**config.mk**
```make
export PLATFORM = sky130hd
export DESIGN_NAME = serial_frame_receiver_gap_timeout
export DESIGN_NICKNAME = d
export VERILOG_FILES = /design/src/rtl/sfrgt_pkg.sv /design/src/rtl/serial_frame_receiver_gap_timeout.sv
export SDC_FILE = /design/constraint.sdc
export NUM_CORES = 2
export LEC_CHECK = 0
export BUFFER_PORTS_ARGS = -buffer_cell sky130_fd_sc_hd__buf_2
export CAP_MARGIN = 30
export CELL_PAD_IN_SITES_DETAIL_PLACEMENT = 0
export CELL_PAD_IN_SITES_GLOBAL_PLACEMENT = 1
export CORE_MARGIN = 5
export CORE_UTILIZATION = 56
export DETAILED_ROUTE_END_ITERATION = 8
export HOLD_SLACK_MARGIN = 0.06
export PLACE_DENSITY_LB_ADDON = 0.1
export SYNTH_ARGS = -nofsm -noshare
export SYNTH_HDL_FRONTEND = slang
export SYNTH_SLANG_ARGS = --single-unit
export TNS_END_PERCENT = 20
```
**constraint.sdc**
```tcl
create_clock -name clk -period 5.4 [get_ports clk]
set_clock_uncertainty 0.15 [all_clocks]
set_input_delay 1.08 -clock clk [delete_from_list [all_inputs] [get_ports clk]]
set_output_delay 1.08 -clock clk [all_outputs]
set_load 0.02 [all_outputs]
```
**src/rtl/sfrgt_pkg.sv**
```systemverilog
// shared constants, codes and field layout of the serial frame receiver
package sfrgt_pkg;

  localparam int unsigned BUF_DEPTH_DEFAULT = 256;

  // field widths
  localparam int unsigned CMD_W      = 2;
  localparam int unsigned DATA_W     = 8;
  localparam int unsigned STATUS_W   = 3;
  localparam int unsigned GAP_W      = 16;
  localparam int unsigned LEN_W      = 9;
  localparam int unsigned CFG_IDX_W  = 2;
  localparam int unsigned CFG_DATA_W = 16;
  localparam int unsigned S_TDATA_W  = 16;
  localparam int unsigned M_TDATA_W  = 24;

  // output tdata layout
  localparam int unsigned OUT_STATUS_LSB = 0;
  localparam int unsigned OUT_COUNT_LSB  = 3;
  localparam int unsigned OUT_RDATA_LSB  = 11;
  localparam int unsigned OUT_ENABLE_BIT = 19;
  localparam int unsigned OUT_PAD_W      = M_TDATA_W - OUT_ENABLE_BIT - 1;

  // commands carried in s_tuser
  typedef enum logic [CMD_W-1:0] {
    CMD_ARM     = 2'd0,
    CMD_RX_BYTE = 2'd1,
    CMD_TICK    = 2'd2,
    CMD_READ    = 2'd3
  } cmd_t;

  // status codes
  localparam logic [STATUS_W-1:0] STATUS_IDLE       = 3'd0;
  localparam logic [STATUS_W-1:0] STATUS_MONITORING = 3'd1;
  localparam logic [STATUS_W-1:0] STATUS_STARTED    = 3'd2;
  localparam logic [STATUS_W-1:0] STATUS_COMPLETED  = 3'd3;
  localparam logic [STATUS_W-1:0] STATUS_TIMEOUT    = 3'd4;

  // register indexes
  localparam logic [CFG_IDX_W-1:0] CFG_FRAME_GAP  = 2'd0;
  localparam logic [CFG_IDX_W-1:0] CFG_FIRST_WAIT = 2'd1;
  localparam logic [CFG_IDX_W-1:0] CFG_BUF_LEN    = 2'd2;

  // register reset values
  localparam logic [GAP_W-1:0] FRAME_GAP_RESET  = 16'd5;
  localparam logic [GAP_W-1:0] FIRST_WAIT_RESET = 16'd1000;
  localparam logic [LEN_W-1:0] BUF_LEN_RESET    = 9'd256;

endpackage

```
**src/rtl/serial_frame_receiver_gap_timeout.sv**
```systemverilog
// serial frame receiver with idle gap end detection and first byte timeout
//
//  channel   | direction | handshake           | payload
//  ----------+-----------+---------------------+---------------------------------------
//  s_*       | in        | s_tvalid / s_tready | s_tuser command, s_tdata rx byte, index
//  m_*       | out       | m_tvalid / m_tready | m_tdata status, count, read data, enable
//  cfg_*     | in        | cfg_valid/cfg_ready | cfg_index, cfg_data
//
//  one transaction per cycle while the output is not stalled; each input transaction
//  gives one output transaction in the next cycle, from the registered output slot
//  reset: synchronous, clears control state and loads register defaults; the
//  frame store holds no reset value
//  a stalled output holds the single output slot and s_tready drops until it drains
//  cfg_ready is always high
module serial_frame_receiver_gap_timeout #(
  parameter int unsigned BUF_DEPTH = sfrgt_pkg::BUF_DEPTH_DEFAULT
) (
  input  logic                                  clk,
  input  logic                                  rst,
  input  logic                                  s_tvalid,
  output logic                                  s_tready,
  // [7:0] rx_data, [15:8] read_index
  input  logic [sfrgt_pkg::S_TDATA_W-1:0]       s_tdata,
  // [1:0] command
  input  logic [sfrgt_pkg::CMD_W-1:0]           s_tuser,
  output logic                                  m_tvalid,
  input  logic                                  m_tready,
  // [2:0] status, [10:3] byte_count, [18:11] read_data, [19] receive_enable, [23:20] zero
  output logic [sfrgt_pkg::M_TDATA_W-1:0]       m_tdata,
  input  logic                                  cfg_valid,
  output logic                                  cfg_ready,
  input  logic [sfrgt_pkg::CFG_IDX_W-1:0]       cfg_index,
  input  logic [sfrgt_pkg::CFG_DATA_W-1:0]      cfg_data
);
  import sfrgt_pkg::*;

  localparam int unsigned AW = (BUF_DEPTH > 1) ? $clog2(BUF_DEPTH) : 1;
  localparam logic [LEN_W-1:0] DepthLen = LEN_W'(BUF_DEPTH);

  typedef enum logic [STATUS_W-1:0] {
    S_IDLE       = STATUS_IDLE,
    S_MONITORING = STATUS_MONITORING,
    S_STARTED    = STATUS_STARTED,
    S_COMPLETED  = STATUS_COMPLETED,
    S_TIMEOUT    = STATUS_TIMEOUT
  } state_t;

  // configuration registers
  logic [GAP_W-1:0] frame_gap_ticks;
  logic [GAP_W-1:0] first_byte_wait_ticks;
  logic [LEN_W-1:0] buffer_length;

  // receiver state
  state_t           rx_state, rx_state_next;
  logic [GAP_W-1:0] gap_counter, gap_counter_next;
  logic [GAP_W-1:0] wait_counter, wait_counter_next;
  logic [AW-1:0]    write_index, write_index_next;
  logic             rx_enabled, rx_enabled_next;

  // output slot
  logic              out_valid;
  logic              rd_sel;
  logic [DATA_W-1:0] rd_data;

  // frame store
  logic [DATA_W-1:0] frame_store [BUF_DEPTH];

  logic              accept;
  cmd_t              command;
  logic [DATA_W-1:0] rx_data;
  logic [DATA_W-1:0] read_index;
  logic [LEN_W-1:0]  len_eff;
  logic [LEN_W-1:0]  index_plus;
  logic              room;
  logic              wr_en;
  logic              rd_ok;
  logic              rd_en;

  assign s_tready   = !out_valid || m_tready;
  assign accept     = s_tvalid && s_tready;
  assign cfg_ready  = 1'b1;
  assign command    = cmd_t'(s_tuser);
  assign rx_data    = s_tdata[7:0];
  assign read_index = s_tdata[15:8];

  // length in use, capped at the store depth
  assign len_eff    = (buffer_length > DepthLen) ? DepthLen : buffer_length;
  assign index_plus = LEN_W'(write_index) + LEN_W'(1);
  assign room       = index_plus < len_eff;

  // reads past the store depth return zero
  assign rd_ok = {1'b0, read_index} < DepthLen;
  assign rd_en = accept && (command == CMD_READ) && rd_ok;

  // next state of the receiver for the current transaction
  always_comb begin
    rx_state_next     = rx_state;
    gap_counter_next  = gap_counter;
    wait_counter_next = wait_counter;
    write_index_next  = write_index;
    rx_enabled_next   = rx_enabled;
    wr_en             = 1'b0;
    unique case (command)
      CMD_ARM: begin
        // restart from any state; gap counter stays until the next byte
        write_index_next  = '0;
        wait_counter_next = first_byte_wait_ticks;
        rx_enabled_next   = 1'b1;
        rx_state_next     = S_MONITORING;
      end
      CMD_RX_BYTE: begin
        if (rx_state == S_MONITORING || rx_state == S_STARTED) begin
          gap_counter_next = frame_gap_ticks;
          rx_state_next    = S_STARTED;
          // store only while one slot of the length is still spare
          if (room) begin
            wr_en            = accept;
            write_index_next = write_index + AW'(1);
          end
        end
      end
      CMD_TICK: begin
        // a counter loaded with zero never expires
        if (rx_state == S_STARTED) begin
          if (gap_counter != '0) begin
            gap_counter_next = gap_counter - GAP_W'(1);
            if (gap_counter == GAP_W'(1)) begin
              rx_state_next   = S_COMPLETED;
              rx_enabled_next = 1'b0;
            end
          end
        end else if (rx_state == S_MONITORING) begin
          if (wait_counter != '0) begin
            wait_counter_next = wait_counter - GAP_W'(1);
            if (wait_counter == GAP_W'(1)) begin
              rx_state_next   = S_TIMEOUT;
              rx_enabled_next = 1'b0;
            end
          end
        end
      end
      CMD_READ: begin
      end
      default: begin
      end
    endcase
  end

  // control state, configuration and the output slot
  always_ff @(posedge clk) begin
    if (rst) begin
      frame_gap_ticks       <= FRAME_GAP_RESET;
      first_byte_wait_ticks <= FIRST_WAIT_RESET;
      buffer_length         <= BUF_LEN_RESET;
      rx_state              <= S_IDLE;
      gap_counter           <= '0;
      wait_counter          <= '0;
      write_index           <= '0;
      rx_enabled            <= 1'b0;
      out_valid             <= 1'b0;
      rd_sel                <= 1'b0;
    end else begin
      if (cfg_valid) begin
        unique case (cfg_index)
          CFG_FRAME_GAP:  frame_gap_ticks       <= cfg_data;
          CFG_FIRST_WAIT: first_byte_wait_ticks <= cfg_data;
          CFG_BUF_LEN:    buffer_length         <= cfg_data[LEN_W-1:0];
          default: begin
          end
        endcase
      end
      if (accept) begin
        rx_state     <= rx_state_next;
        gap_counter  <= gap_counter_next;
        wait_counter <= wait_counter_next;
        write_index  <= write_index_next;
        rx_enabled   <= rx_enabled_next;
        out_valid    <= 1'b1;
        rd_sel       <= rd_en;
      end else if (m_tready) begin
        out_valid <= 1'b0;
      end
    end
  end

  // frame store: one write port, one registered read port
  always_ff @(posedge clk) begin
    if (wr_en) begin
      frame_store[write_index] <= rx_data;
    end
    if (rd_en) begin
      rd_data <= frame_store[read_index[AW-1:0]];
    end
  end

  // state only moves on accept, and accept waits for a free slot, so the
  // state registers show the result of the transaction held in the slot
  assign m_tvalid = out_valid;
  assign m_tdata  = {
    {OUT_PAD_W{1'b0}},
    rx_enabled,
    (rd_sel ? rd_data : {DATA_W{1'b0}}),
    DATA_W'(write_index),
    rx_state
  };

endmodule

```
# Word level (Yosys, flattened, before mapping)
# Memory sizes are Yosys's and may differ from the RTL's. A register that Yosys moved wholly into a read port is not among the register bits.
# Index checks and enable logic that the tools add are counted.
# word_totals
inputBits	41
out_inout_bits	27
ramBits	2048
romBits	0
latchBits	0
reg_bits	87
wordCells	95
mem_count	1
# memory_table
name	words	word_bits	rd	rd_ports_with_merged_regs	wr	line_no	text
frame_store	256	8	1	1	1	serial_frame_receiver_gap_timeout.sv:66	logic [DATA_W-1:0] frame_store [BUF_DEPTH];
# op_classes
muxes	35
n_reduce_logical	22
div_mod_pow	0
eq_ne	21
n_addsub	4
n_lt_le_gt_ge	2
bitwise_logic	0
shifts	0
mul	0
# ops
op	n
two-way mux 16 bit	6
case mux 16 bit (2 select lines)	2
== test 16 x 1 -> 1 bit, second input constant	2
nonzero test 16 bit	2
subtractor 16 x 1 -> 16 bit, second input constant	2
two-way mux 8 bit	3
two-way mux 3 bit	7
case mux 8 bit (2 select lines)	1
inequality test 3 bit, second input constant	5
inequality test 2 bit, second input constant	7
two-way mux 1 bit	13
AND reduction 5 bit	2
adder 8 x 1 -> 9 bit, second input constant	1
> comparator 9 bit, second input constant	1
< comparator 9 bit	1
two-way mux 9 bit	1
case mux 3 bit (3 select lines)	1
adder 8 x 1 -> 8 bit, second input constant	1
AND reduction 8 bit	1
nonzero test 2 bit	4
AND reduction 7 bit	1
== test 2 bit, second input constant	3
AND reduction 2 bit	3
== test 2 x 1 -> 1 bit, second input constant	2
other kinds (9)	12

# Longest topological paths before layout
# logic_depth
depth_word	8
depth_mapped	14
mapped_depth_nobuf	12

# Worst setup path before layout
# Ideal clock, no wire load.
# synth_timing
path_kind	flip-flop to flip-flop
from	register write_index[0]
to	memory frame_store[128][0], enable pin
synth_period_minus_slack_ns	4.039
t_required_ns	4.880
stages_incl_launch_ff	14
arrival_ns	3.519
n_path_buf	2
path_slack_ns	1.361
setup_time_ns	0.370
path_cell_list	dfxtp_1 > ha_1 > and3_1 > clkbuf_1 > xnor2_1 > ha_1 > and3_1 > a41o_1 > a2111oi_2 > o21ai_2 > nor2_4 > nand3_2 > buf_2 > nor2_1
# synth_via
elab_chain_cells	7
# synth_lines
element	line_no	text
start: declaration	serial_frame_receiver_gap_timeout.sv:57	logic [AW-1:0] write_index, write_index_next;
start signal: assignment	serial_frame_receiver_gap_timeout.sv:176	write_index <= write_index_next;
adder 8 x 1 -> 9 bit	serial_frame_receiver_gap_timeout.sv:88	assign index_plus = LEN_W'(write_index) + LEN_W'(1);
< comparator 9 bit	serial_frame_receiver_gap_timeout.sv:89	assign room = index_plus < len_eff;
two-way mux 1 bit	serial_frame_receiver_gap_timeout.sv:116	if (room) begin
two-way mux 1 bit	serial_frame_receiver_gap_timeout.sv:112	if (rx_state == S_MONITORING || rx_state == S_STARTED) begin
two-way mux 1 bit	serial_frame_receiver_gap_timeout.sv:103	unique case (command)
two-way mux 1 bit	serial_frame_receiver_gap_timeout.sv:188	if (wr_en) begin
two-way mux 1 bit (not written as such)	serial_frame_receiver_gap_timeout.sv:189	frame_store[write_index] <= rx_data;
end: declaration	serial_frame_receiver_gap_timeout.sv:66	
# Parallel ways exist; a longest one is shown, timed or not.

# Worst setup path in the final report
# layout_timing
from	register write_index[1]
to	memory frame_store[197][2], enable pin
# Same word-level chain as after synthesis.

==> metrics.cfg <==
[timing]
timing.setup.tns_ns = 0
period_needed_ns = 4.97
fmax_mhz = 201
fin_crit_sh = 0.920
slew_violations = 0
maxSlewHeadroom = 0.245
rsz0062_at_grt = no
tightest_slew_ns = 1.13
setup_viol = 0
hold_viol = 0

[clock_tree]
cts_root_buffer = clkbuf_16
clock_latency_ns = 0.83
ctsResizeCount = 0
cts_setup_buffers = 0
cts_sinks = 2143
clk_path_buf_depth = 3
h-tree-depth = 4
cts_hold_buf = 0
cts_buffers = 208
tritoncts = built
clk_pin_slew_ns = 0.06

[yosys]
yosysMostFrequentCell = edfxtp_1
yosysTopAreaCell = edfxtp_1
synth_area_sq_um = 84000
async_flop_share = 0
synth-edff-count = 2056
ys_top_cells_by_count = edfxtp_1 (2056), mux4_2 (484), nor2_1 (317)
syn_avg_cell_area_sq_um = 19.7
ys_ff_latch = 2143
synth_top_cell_area_share = 0.735
synth_area_leaders = edfxtp_1 (74%), mux4_2 (13%), dfxtp_1 (2.1%)
yosysWarnings = 0
synth_ff_type = edfxtp_1
synth_cell_types = 73
synth_cells = 4255
ys_seq_area_frac = 0.756

[layout]
area_growth_pct = 11.5
fin_nets = 4482
drive_gt1_frac = 0.224
final_area_sq_um = 93600

[die]
start_util = 0.562
die-area_sq_um = 158000
fp.coreArea_sq_um = 149000
die_x_microns = 397
die_y_microns = 397
num_rows = 142
ioPinCount = 68

[outcome]
status = complete, no violations

[route]
wl_met1_mm = 89.4
routed_via_density = 6.48
postRouteAntennaNets = 0
route.met3.wl_mm = 20.0
drtIter0Drc = 5285
drc = 0
highest_layer = met5
vias = 42900
wl_met2_mm = 101
drtPass1Iterations = 6
wl_per_cell_microns = 33.0
routed_wl_mm = 218

[grt]
grt_use_total = 0.279
grt-ovfl-total = 0
grt_pass1_wl_mm = 314
antenna_found_initial = 11
grt_max_degree = 118
grt_pass1_vias = 42600

[pwr]
totalPowerFinal_w = 0.0344
irDropWorstVdd_mv = 0.282
clkPwrFrac = 0.419
p_seq_frac = 0.531
p_per_area_nw_per_um2 = 367
pwr-share-comb = 0.050
swShare = 0.211
power.switching_w = 0.00726
p_int_w = 0.0271
p_leak_nw = 29.0

[place]
place.gp.congestion = 0.886
dpl-instance-area_sq_um = 86800
hpwl_mm = 140
portBuffers = 62

[setup_path]
worstReg2RegStart = write_index[1]
setup.worst_path.end = frame_store[197][2]
r2r_slack_ns = 0.43
worst_setup_path_end_kind = register
worst-setup-path-type = register to register
worstPathRequired_ns = 5.68
rr_worst_depth = 13
worst-endpoint-arrival_ns = 5.25
crit_fanout = 64
critPathLaunchType = register
crit_start = write_index[1]
r2r_end = frame_store[197][2]

[flow_run]
drv_cap = 0

[hold_path]
hold_path.class = register to register
min-delay-start = frame_gap_ticks[3]

final cells by class:
| class | count | area (sq um) |
|---|---|---|
| Antenna cell | 9 | 22.5 |
| Clock inverter | 123 | 1140 |
| Multi-Input combinational cell | 1835 | 18900 |
| Sequential cell | 2143 | 63500 |
| Timing Repair Buffer | 206 | 1780 |
| Fill cell | 10300 | 55800 |
| Tap cell | 2016 | 2520 |
| Inverter | 27 | 101 |
| Clock buffer | 261 | 5630 |
metal layers:
layer  GRT usage  up-vias
li1            -    17900
met1       0.409    22500
met2       0.423     2179
met3      0.0655      365
met4      0.0926        4
met5           0        -
state kept, by name, indices dropped and copies added, names as in the netlist:
name / flops
rd_sel: 1
rx_enabled: 1
frame_gap_ticks: 16
buffer_length: 9
first_byte_wait_ticks: 16
rd_data: 8
gap_counter: 16
rx_state: 3
frame_store: 2048
write_index: 8
wait_counter: 16
m_tvalid: 1
through the flow:
step	hold WS, ns	instances	util	setup WS [ns]
final	0.305	6620	0.626	0.434
after global routing	0.324	6611	0.626	0.218
after CTS	0.302	6610	0.626	0.520
after detailed placement	0.300	6226	0.581	0.539
after global placement	0.295	6224	0.581	0.715
after floorplan	0.283	4258	-	1.36
power groups by stage:
stage / logic [W] / registers [W] / clock network, W
finish: 0.00172 / 0.0183 / 0.0144
global route: 0.00182 / 0.0182 / 0.0153
CTS: 0.00173 / 0.0183 / 0.0146
detailed placement: 0.00173 / 0.0186 / 0
global placement: 0.00172 / 0.0186 / 0
floorplan: 0.000962 / 0.0186 / 0
cell families (layout without fill, tap and decap cells):
| group | Yosys count | in the layout | synth area share |
|---|---|---|---|
| DFF | 2143 | 2143 | 0.756 |
| xor gates and xnor gates | 7 | 7 | 0.000730 |
| and+or+nand+nor | 716 | 716 | 0.0380 |
| other | 2 | 14 | 0.0000895 |
| adders and majority gates | 20 | 20 | 0.00298 |
| buffers and inverters | 280 | 617 | 0.0196 |
| AOI/OAI and AO/OA | 512 | 512 | 0.0417 |
| muxes | 575 | 575 | 0.141 |
worst max-delay path, stage by stage (launching register included):
cell	delay, ns
dfxtp_1	0.43
ha_1	0.39
and3_1	0.26
buf_4	0.15
nand2_1	0.23
nor3_1	0.25
ha_1	0.28
and3_1	0.20
a2111oi_2	0.36
o21ai_2	0.19
nor2_4	0.29
nand3_2	0.10
buf_4	0.31
nor2_1	0.76
placed cells by master, fill, tap and decap left out, types with 13 or more instances in the layout:
cell type	instances
edfxtp_1	2056
mux4_2	484
nor2_1	316
clkbuf_16	217
nand2_1	206
a22oi_1	190
a21oi_1	133
buf_4	119
dfxtp_1	87
mux2i_1	86
buf_2	52
clkbuf_1	41
clkinv_2	40
clkinv_1	38
nor3_1	36
o22ai_1	33
nor4_1	32
o21ai_0	28
o211ai_1	26
nand3_1	26
inv_1	25
clkinvlp_4	23
buf_12	23
ha_1	19
bufinv_16	19
and2_1	17
and3_1	16
nand2b_1	15
a22o_1	15
a211oi_1	13
worst min path at each step:
| stage | cells after the start | to | slack, ns |
|---|---|---|---|
| after floorplan | 2 | frame_gap_ticks[3] | 0.28 |
| after global placement | 2 | frame_gap_ticks[3] | 0.30 |
| after detailed placement | 2 | frame_gap_ticks[4] | 0.30 |
| after CTS | 3 | m_tvalid | 0.30 |
| after global routing | 2 | frame_gap_ticks[1] | 0.32 |
| final | 2 | frame_gap_ticks[3] | 0.31 |
(Power assumes the default switching activity.)
